==> config.mk <==
export PLATFORM = sky130hd
export DESIGN_NAME = mwr_cell
export DESIGN_NICKNAME = d
export VERILOG_FILES = /design/src/hdl/mwr_pkg.sv /design/src/hdl/mwr_cell.sv
export SDC_FILE = /design/constraint.sdc
export NUM_CORES = 1
export LEC_CHECK = 0
export ABC_AREA = 1
export BUFFER_PORTS_ARGS = -buffer_cell sky130_fd_sc_hd__buf_2
export CORE_AREA = 5 5 104 106
export DETAILED_ROUTE_END_ITERATION = 12
export DIE_AREA = 0 0 109 111
export PLACE_DENSITY = 0.58
export SETUP_SLACK_MARGIN = 0.05
export SYNTH_ARGS = -nofsm -noshare
export SYNTH_HDL_FRONTEND = slang
export SYNTH_SLANG_ARGS = --single-unit
==> constraint.sdc <==
create_clock -name clk -period 4.95 [get_ports clk]
set_input_delay 0.495 -clock clk [delete_from_list [all_inputs] [get_ports clk]]
set_output_delay 0.495 -clock clk [all_outputs]
set_load 0.1 [all_outputs]
==> src/hdl/mwr_pkg.sv <==
// Shared constants and types for the max-width-ramp block.
// No dependencies; imported by mwr_cell and max_width_ramp_core.
package mwr_pkg;

  localparam int MWR_MAX_LEN     = 256;
  localparam int MWR_SAMPLE_BITS = 16;
  localparam int MWR_IN_BITS     = 16;  // fixed width of the sample port
  localparam int MWR_WIDTH_BITS  = 8;   // fixed width of reported ramp widths

  // Control flags that ride along with an item through the cell chain.
  typedef struct packed {
    logic vld;     // stage holds an item
    logic first;   // item starts a new sequence
    logic ovf;     // item lies beyond the maximum length
    logic found;   // an earlier stack entry at or below the sample was hit
    logic pushed;  // sample has been written into a cell
  } mwr_ctl_t;

endpackage

==> src/hdl/mwr_cell.sv <==
// One stack cell of the max-width-ramp chain: holds one prefix minimum and
// updates/forwards the item passing through it. Depends on mwr_pkg.
module mwr_cell import mwr_pkg::*; #(
  parameter int SAMPLE_BITS = MWR_SAMPLE_BITS,
  parameter int POS_BITS    = $clog2(MWR_MAX_LEN)
) (
  input  logic                      clk,
  input  logic                      rst_n,
  input  logic                      adv,
  input  mwr_ctl_t                  i_ctl,
  input  logic [SAMPLE_BITS-1:0]    i_smp,
  input  logic [POS_BITS-1:0]       i_pos,
  input  logic [MWR_WIDTH_BITS-1:0] i_here,
  output mwr_ctl_t                  o_ctl,
  output logic [SAMPLE_BITS-1:0]    o_smp,
  output logic [POS_BITS-1:0]       o_pos,
  output logic [MWR_WIDTH_BITS-1:0] o_here
);

  localparam int DIFF_BITS = (POS_BITS > MWR_WIDTH_BITS) ? POS_BITS : MWR_WIDTH_BITS;
  localparam logic [DIFF_BITS-1:0] WIDTH_SAT = DIFF_BITS'((1 << MWR_WIDTH_BITS) - 1);

  // stored stack entry
  logic                      occ_r, occ_nxt;
  logic [SAMPLE_BITS-1:0]    val_r;
  logic [POS_BITS-1:0]       cpos_r;

  // item stage register
  mwr_ctl_t                  ctl_r, ctl_nxt;
  logic [SAMPLE_BITS-1:0]    smp_r;
  logic [POS_BITS-1:0]       pos_r;
  logic [MWR_WIDTH_BITS-1:0] here_r, here_nxt;

  logic                      occ_eff;
  logic                      active;
  logic                      hit;
  logic                      push;
  logic [DIFF_BITS-1:0]      diff;

  always_comb begin
    // a first item clears the stack as it sweeps down the chain
    occ_eff = occ_r & ~i_ctl.first;
    active  = i_ctl.vld & ~i_ctl.ovf;
    // stack values fall toward the top, so the first hit is the earliest entry
    hit     = active & occ_eff & ~i_ctl.found & (val_r <= i_smp);
    // nothing at or below the sample: it is a new minimum, goes in first free cell
    push    = active & ~occ_eff & ~i_ctl.found & ~i_ctl.pushed;
    diff    = DIFF_BITS'(i_pos) - DIFF_BITS'(cpos_r);

    occ_nxt = active ? (occ_eff | push) : occ_r;

    ctl_nxt        = i_ctl;
    ctl_nxt.found  = i_ctl.found | hit;
    ctl_nxt.pushed = i_ctl.pushed | push;

    here_nxt = i_here;
    if (hit) begin
      here_nxt = (diff > WIDTH_SAT) ? WIDTH_SAT[MWR_WIDTH_BITS-1:0]
                                    : diff[MWR_WIDTH_BITS-1:0];
    end
  end

  always_ff @(posedge clk) begin
    if (!rst_n) begin
      occ_r <= 1'b0;
      ctl_r <= '0;
    end else if (adv) begin
      occ_r <= occ_nxt;
      ctl_r <= ctl_nxt;
    end
  end

  always_ff @(posedge clk) begin
    if (adv) begin
      if (push) begin
        val_r  <= i_smp;
        cpos_r <= i_pos;
      end
      smp_r  <= i_smp;
      pos_r  <= i_pos;
      here_r <= here_nxt;
    end
  end

  assign o_ctl  = ctl_r;
  assign o_smp  = smp_r;
  assign o_pos  = pos_r;
  assign o_here = here_r;

endmodule

==> metrics.md, run 1 <==
| Metric | Value |
|---|---|
| Setup TNS | 0 ps |
| Mapped Area | between 0.002 and 0.003 sq mm |
| Post-synthesis area per instance | 11.9 sq um |
| Gr usage total | 10.1% |
| Worst path slowest cell | nor2_2 |
| Post-synth EDFFs | 56 |
| Outcome | finished clean |
| Root Driver | clkbuf_8 |
| Reg2reg path depth | 6 |
| Proportion of layout cells with a drive suffix above 1 | between 20% and 30% |
| DR vias | 2003 |
| Fmax | 523 MHz |
| Nets | a little under 400 |
| Synth Instances | about 240 |
| Sequential fraction of the synthesis area | between 60% and 70% |
| Syn nets | approximately 300 |
| Synth Flop Type | edfxtp_1 |
| Worst skew pair latency | 330 ps |
| Routed Antenna Nets | 0 |
| DIE WIDTH | 109 um |
| RSZ-0062 raised after global routing | false |
| Port Buf Inserts | 76 |
| Synth area leader | edfxtp_1 |
| Hold slack | about 370 ps |
| CP peak stage delay | about 540 ps |
| DP HPWL | roughly 4.6 mm |
| Largest net degree at the start of global routing | 39 |
| Worst Hold End | o_smp[6] |
| Reg2reg start | occ_r |
| Core region area | 0.00968 sq mm |
| Drt wl/cell | around 13 um |
| Arr. time, crit path | just under 2000 ps |
| Fill cells | 971 |
| Top-area cell type share of the netlist area | 59.4% |
| Total global routing overflow | 0 |
| PD cells | 355 mW/mm^2 |
| Critical Path Fanout Max | 13 |
| TritonCTS Buffers | 9 |
| Vias in the first global route | between 2000 and 2500 |
| Total setup buffers inserted after CTS | 0 |
| Footprint of the multi-input gates | 891 sq um |
| Max Slew Vio Count | 0 |
| CP dominant cell by count | nor2_1 |
| Most common cell in the netlist | edfxtp_1 |
| Final core utilization | 36.8% |
| CP Cell Sequence | inv_1, nor2_1, nor2_1, nand2_1, nor2_2, buf_4 |
| Period utilization | 38.6% |
| WHS Path Cells | 1 |
| Worst EP required | 4980 ps |
| Top cells by area, synth | edfxtp_1, ha_1, nand2_1, inv_1, dfxtp_1 |
| N_diodes | 0 |
| Top cells by count, synth | edfxtp_1, nand2_1, inv_1 |
| Routability Congestion | around 0.74 |
| CP delay by family, top | simple AND/OR/NAND/NOR gates |
| # IOs | 77 |
| Worst rel slew slack | 54.6% |
| CTS H-tree lvls | 3 |
| Worst path bufs/invs | 2 |
| Peak supply drop | 0.112 mV |
| TritonCTS clock tree | yes |
| Area growth, synth to finish | 26.0% |
| Yosys cell types | 26 |
| Actual slew at the worst max-slew pin | around 680 ps |
| FP Rows | 36 |
| Warnings from Yosys | 0 |
| Worst hold path type | in2reg |
| CTS Hold Bufs | 0 |
| Leak | about 1.7 nW |
| Post-place setup slack | 2650 ps |
| Reg2reg end | val_r[14] |
| Async SR Flop Fraction | 0% |
| Critical path launch point type | flop |
| Reg area | 0.00180 sq mm |
| Clock tree buffer depth | 2 |
| Initial core utilization | ~30% |
| Final setup viols | 0 |
| Hold_sp | i_smp[6] |
| Drt first pass iters | 5 |
| Final WS setup | 3040 ps |
| Die Area | about 0.012 sq mm |
| Initial DRC Count | 40 |
| Clk_skew | roughly 6.2 ps |
| Count of final hold-check violations | 0 |
| Setup CP Type | reg2reg |
| Vias/cell | 4.31 |
| Die height | approximately 110 um |
| Post-CTS sizing | 0 |
| # DRC | 0 |
| First-pass GRT wire length | approximately 9.3 mm |
| Max Cap Viol | 0 |
| #FFs+latches synth | 62 |
| Reg2Reg Setup Slack | roughly 3000 ps |
| Crit path time final | 1910 ps |
| Worst-path clk slew | about 70 ps |
| Initial antenna violation count | 0 |
| # clock sinks | 62 |
| CP endpoint kind | flop |
| WL final | between 5 and 6 mm |
-- final cells by class --
class                           instances  area share, %
Sequential cell                        62           50.5
Multi-Input combinational cell        138           25.0
Inverter                               38           4.00
Tap cell                              133           4.66
Clock buffer                           15           4.66
Clock inverter                          1          0.140
Timing Repair Buffer                   78           11.1
-- placed cells by master, fill, tap and decap left out --
cell / synthesis / layout
a21oi_1: 10 / 10
a21o_1: 4 / 4
nand2_2: 1 / 1
nor3_4: 1 / 1
a21oi_2: 1 / 1
buf_4: 0 / 2
o21ai_1: 1 / 1
nand2_1: 46 / 46
nand2_4: 2 / 2
inv_1: 38 / 38
clkinv_2: 0 / 1
nor3_1: 1 / 1
a31oi_1: 2 / 2
a221oi_1: 1 / 1
nor2_2: 1 / 2
dfxtp_1: 6 / 6
edfxtp_1: 56 / 56
o21ai_2: 1 / 1
nand3b_1: 2 / 2
nor3_2: 1 / 1
ha_1: 23 / 23
nor2_1: 15 / 14
fa_1: 1 / 1
clkbuf_8: 0 / 11
nand3_1: 11 / 11
buf_2: 0 / 76
nand4_1: 3 / 3
xnor2_1: 3 / 3
clkbuf_1: 0 / 4
xor2_1: 3 / 3
o21ai_0: 4 / 4
-- power breakdown --
part / switching, W / internal [W] / total [W]
combinational: 0.000220 / 0.0000487 / 0.000268
sequential: 0.00000578 / 0.000598 / 0.000604
clock: 0.000185 / 0.000209 / 0.000395
total: 0.000411 / 0.000856 / 0.00127
-- stage by stage --
step,cell area [sq um],std cells,power [W]
after floorplan,2830,238,0.000824
after detailed placement,3400,449,0.000887
final,3570,465,0.00127
after global placement,3400,449,0.000883
after global routing,3570,465,0.00133
after CTS,3570,465,0.00129
-- worst max path at each step --
stage	depth (start not counted)	to	start
after floorplan	6	cpos_r[0]	i_ctl[4]
after global placement	7	cpos_r[2]	i_ctl[2]
after detailed placement	8	cpos_r[2]	i_ctl[4]
after CTS	6	val_r[13]	occ_r
after global routing	6	cpos_r[4]	occ_r
final	6	val_r[14]	occ_r
-- per-layer routing --
layer	up-vias	GRT usage, %	part of all wire (%)
met3	11	2.80	5.6
met5	-	0	0
li1	991	-	-
met2	47	16.1	47
met1	954	12.5	45
met4	0	4.80	2.0
-- registers in the layout, summed over array words and instances (netlist names) --
register,cells
o_ctl,5
o_here,8
cpos_r,8
val_r,16
occ_r,1
o_smp,16
o_pos,8
-- kinds of logic (layout without fill, tap and decap cells) --
logic type               count (synthesis)  count (layout)  share of synthesized area [%]
XOR/XNOR                                 6               6                           1.86
adder cells (fa/ha/maj)                 24              24                           10.9
AO/OA/AOI/OAI                           24              24                           5.08
buffers and inverters                   38             132                           5.04
flip-flops                              62              62                           63.6
AND/OR/NAND/NOR                         84              84                           13.6
Power figures use the tool's default switching activity.
==> run 2, diff against run 1 <==
Settings changed: ABC_AREA 1 to 0, PLACE_DENSITY 0.58 to 0.59.
Clock period 4.95 ns to 1.55 ns, I/O delays scaled along.
==> metrics.md, run 2 <==
| Metric | Value |
|---|---|
| Outcome | finished, violations left (was finished clean) |
| Failing checks | negative setup slack |
| First-pass GRT wire length | 10.2 mm (was 9.34 mm) |
| Root Driver | clkbuf_8 (unchanged) |
| Core region area | 0.00968 sq mm (unchanged) |
| Reg2Reg Setup Slack | -550 ps (was 3040 ps) |
| PD cells | 1100 mW/mm^2 (was 355 mW/mm^2) |
| FP Rows | 36 (unchanged) |
| Crit path to | o_here[6] (was val_r[14]) |
| CP Launch Point | val_r[15] (was occ_r) |
| #FFs+latches synth | 62 (unchanged) |
| CTS H-tree lvls | 3 (unchanged) |
| DP HPWL | 5.08 mm (was 4.56 mm) |
| Final setup viols | 9 (was 0) |
| Async SR Flop Fraction | 0% (unchanged) |
| Initial DRC Count | 44 (was 40) |
| Reg2reg path depth | 6 (unchanged) |
| Count of final hold-check violations | 0 (unchanged) |
| Vias in the first global route | 2003 (was 2028) |
| DIE WIDTH | 109 um (unchanged) |
| Fmax | 477 MHz (was 523 MHz) |
| # DRC | 0 (unchanged) |
| Top cells by area, synth | edfxtp_1, ha_1, dfxtp_1, inv_1, mux2_4 (was edfxtp_1, ha_1, nand2_1, inv_1, dfxtp_1) |
| Syn nets | 263 (was 302) |
| Routability Congestion | 0.748 (was 0.736) |
| Top cells by count, synth | edfxtp_1, inv_1, ha_1 (was edfxtp_1, nand2_1, inv_1) |
| Die Area | 0.0121 sq mm (unchanged) |
| Period utilization | 135% (was 38.6%) |
| Leak | 1.73 nW (was 1.65 nW) |
| CP Cell Sequence | ha_1, nand4_1, nor4_4, o21ai_2, a31o_4, mux2_4 (was inv_1, nor2_1, nor2_1, nand2_1, nor2_2, buf_4) |
| Worst EP required | 1650 ps (was 4980 ps) |
| Reg2reg start | val_r[15] (was occ_r) |
| Max Slew Vio Count | 0 (unchanged) |
| Most common cell in the netlist | edfxtp_1 (unchanged) |
| Worst rel slew slack | 67.0% (was 54.6%) |
| Setup CP Type | reg2reg (unchanged) |
| Clock tree buffer depth | 2 (unchanged) |
| Drt wl/cell | 14.0 um (was 12.7 um) |
| Commonest non-fill, non-tap cell in the layout | buf_2 (unchanged) |
| Sequential fraction of the synthesis area | 63.5% (was 63.6%) |
| Worst skew pair latency | 350 ps (was 330 ps) |
| TritonCTS clock tree | yes (unchanged) |
| Routed Antenna Nets | 0 (unchanged) |
| Max Cap Viol | 0 (unchanged) |
| CP endpoint kind | flop (unchanged) |
| CP delay by family, top | simple AND/OR/NAND/NOR gates (unchanged) |
| Placed cells | 441 (was 449) |
| Arr. time, crit path | 2190 ps (was 1940 ps) |
| Post-synth EDFFs | 56 (unchanged) |
| RSZ-0062 raised after global routing | true (was false) |
| Peak supply drop | 0.409 mV (was 0.112 mV) |
| Top-area cell type share of the netlist area | 59.3% (was 59.4%) |
| Drt first pass iters | 4 (was 5) |
| # clock sinks | 62 (unchanged) |
| CP peak stage delay | 370 ps (was 540 ps) |
| # IOs | 77 (unchanged) |
| WL final | 6.42 mm (was 5.90 mm) |
| Final WS setup | -547 ps (was 3040 ps) |
| Critical Path Fanout Max | 6 (was 13) |
| Gr usage total | 11.2% (was 10.1%) |
| Largest net degree at the start of global routing | 21 (was 39) |
| Area growth, synth to finish | 38.1% (was 26.0%) |
| Total global routing overflow | 0 (unchanged) |
| Yosys cell types | 43 (was 26) |
| Proportion of layout cells with a drive suffix above 1 | 44.5% (was 29.8%) |
| Most frequent cells in the layout | buf_2, edfxtp_1, buf_4 (was buf_2, edfxtp_1, nand2_1) |
| Critical path depth in cells | 6 (unchanged) |
| Post-synthesis area per instance | 14.3 sq um (was 11.9 sq um) |
| Total power draw | 0.00430 W (was 0.00127 W) |
| Synth Instances | 199 (was 238) |
| Crit path time final | 2100 ps (was 1910 ps) |
| Synth Flop Type | edfxtp_1 (unchanged) |
| Worst-path clk slew | 80 ps (was 70 ps) |
| Port Buf Inserts | 76 (unchanged) |
| Nets | 385 (was 391) |
| Actual slew at the worst max-slew pin | 498 ps (was 681 ps) |
| Initial antenna violation count | 0 (unchanged) |
| Warnings from Yosys | 0 (unchanged) |
| Non-Filler Instances | 459 (was 465) |
| DR vias | 1942 (was 2003) |
| Mapped Area | 0.00284 sq mm (was 0.00283 sq mm) |
| Worst hold path type | in2reg (unchanged) |
| TritonCTS Buffers | 9 (unchanged) |
| Die height | 111 um (unchanged) |
| Initial core utilization | 29.3% (about the same) |
| Reg2reg end | o_here[6] (was val_r[14]) |
| Vias/cell | 4.23 (was 4.31) |
| Worst path slowest cell | edfxtp_1 (was nor2_2) |
| N_diodes | 0 (unchanged) |
| Clk_skew | 9.94 ps (was 6.23 ps) |
| Critical path launch point type | flop (unchanged) |
| Worst path bufs/invs | 0 (was 2) |
| Synth area leader | edfxtp_1 (unchanged) |
run 2: cell types whose count changed in the layout (fill, tap and decap cells not counted), moves of 3 or more:
cell,before,now
mux2_4,0,5
nor2_1,14,6
nor2b_1,0,8
mux2i_1,0,5
o21a_1,0,3
inv_1,38,29
clkbuf_1,4,0
clkinvlp_4,0,3
nand2_1,46,4
buf_4,2,34
nand3_1,11,2
run 2: kinds of logic after synthesis:
kind of cell	Yosys count	synth area share, %
mux	10	4.41
fa+ha+maj	24	10.8
compound gates	31	7.63
simple gates	38	8.42
flops	62	63.5
buf+inv	30	3.97
xor+xnor	4	1.23
run 2: power by group:
group	switching (W)	total [W]	internal, W
combinational	0.000749	0.000980	0.000232
clock	0.000647	0.00137	0.000727
sequential	0.0000234	0.00194	0.00192
total	0.00142	0.00430	0.00288
run 2: worst min path at each step:
stage	start	to	slack, ps	cells past startpoint
floorplan	i_pos[0]	cpos_r[0]	250	0
global placement	i_pos[0]	o_pos[0]	370	1
detailed placement	i_pos[0]	o_pos[0]	370	1
CTS	i_smp[9]	val_r[9]	3	1
global route	i_smp[0]	o_smp[0]	0.4	1
finish	i_smp[9]	val_r[9]	20	1
run 2: layout make-up:
class	count	area [sq um]
clock buffer	9	124
clock inverter	7	65.1
fill	933	5760
inverter	29	109
multi-input combinational	107	997
sequential	62	1800
tap	133	166
timing repair buffer	112	657
run 2: stage by stage:
step	util [%]	setup WS (ps)	hold WS, ps	area [sq um]	TNS (ps)
after global routing	40.5	-674	0.372	3920	-5690
final	40.5	-547	15.1	3920	-4470
after detailed placement	38.0	-566	369	3680	-4450
after floorplan	-	-408	254	2880	-2960
after global placement	38.0	-482	366	3680	-3810
after CTS	40.4	-557	3.40	3910	-4560
run 2: routing by layer:
| metal | global-route usage, % | vias up | part of all wire, % |
|---|---|---|---|
| met5 | 0 | - | 0 |
| met4 | 5.05 | 0 | 1.9 |
| met3 | 3.84 | 10 | 6.6 |
| met2 | 16.7 | 56 | 46 |
| met1 | 14.6 | 893 | 45 |
| li1 | - | 983 | - |
run 2: what timing repair did:
action                                 CTS  global route
endpoints found under the hold margin    2             0
gates resized for setup                  4             2
cloned                                   0             0
setup buffers                            1             0
hold buffers                             1             0
setup endpoints to repair                9            33
pin swaps                                1             0
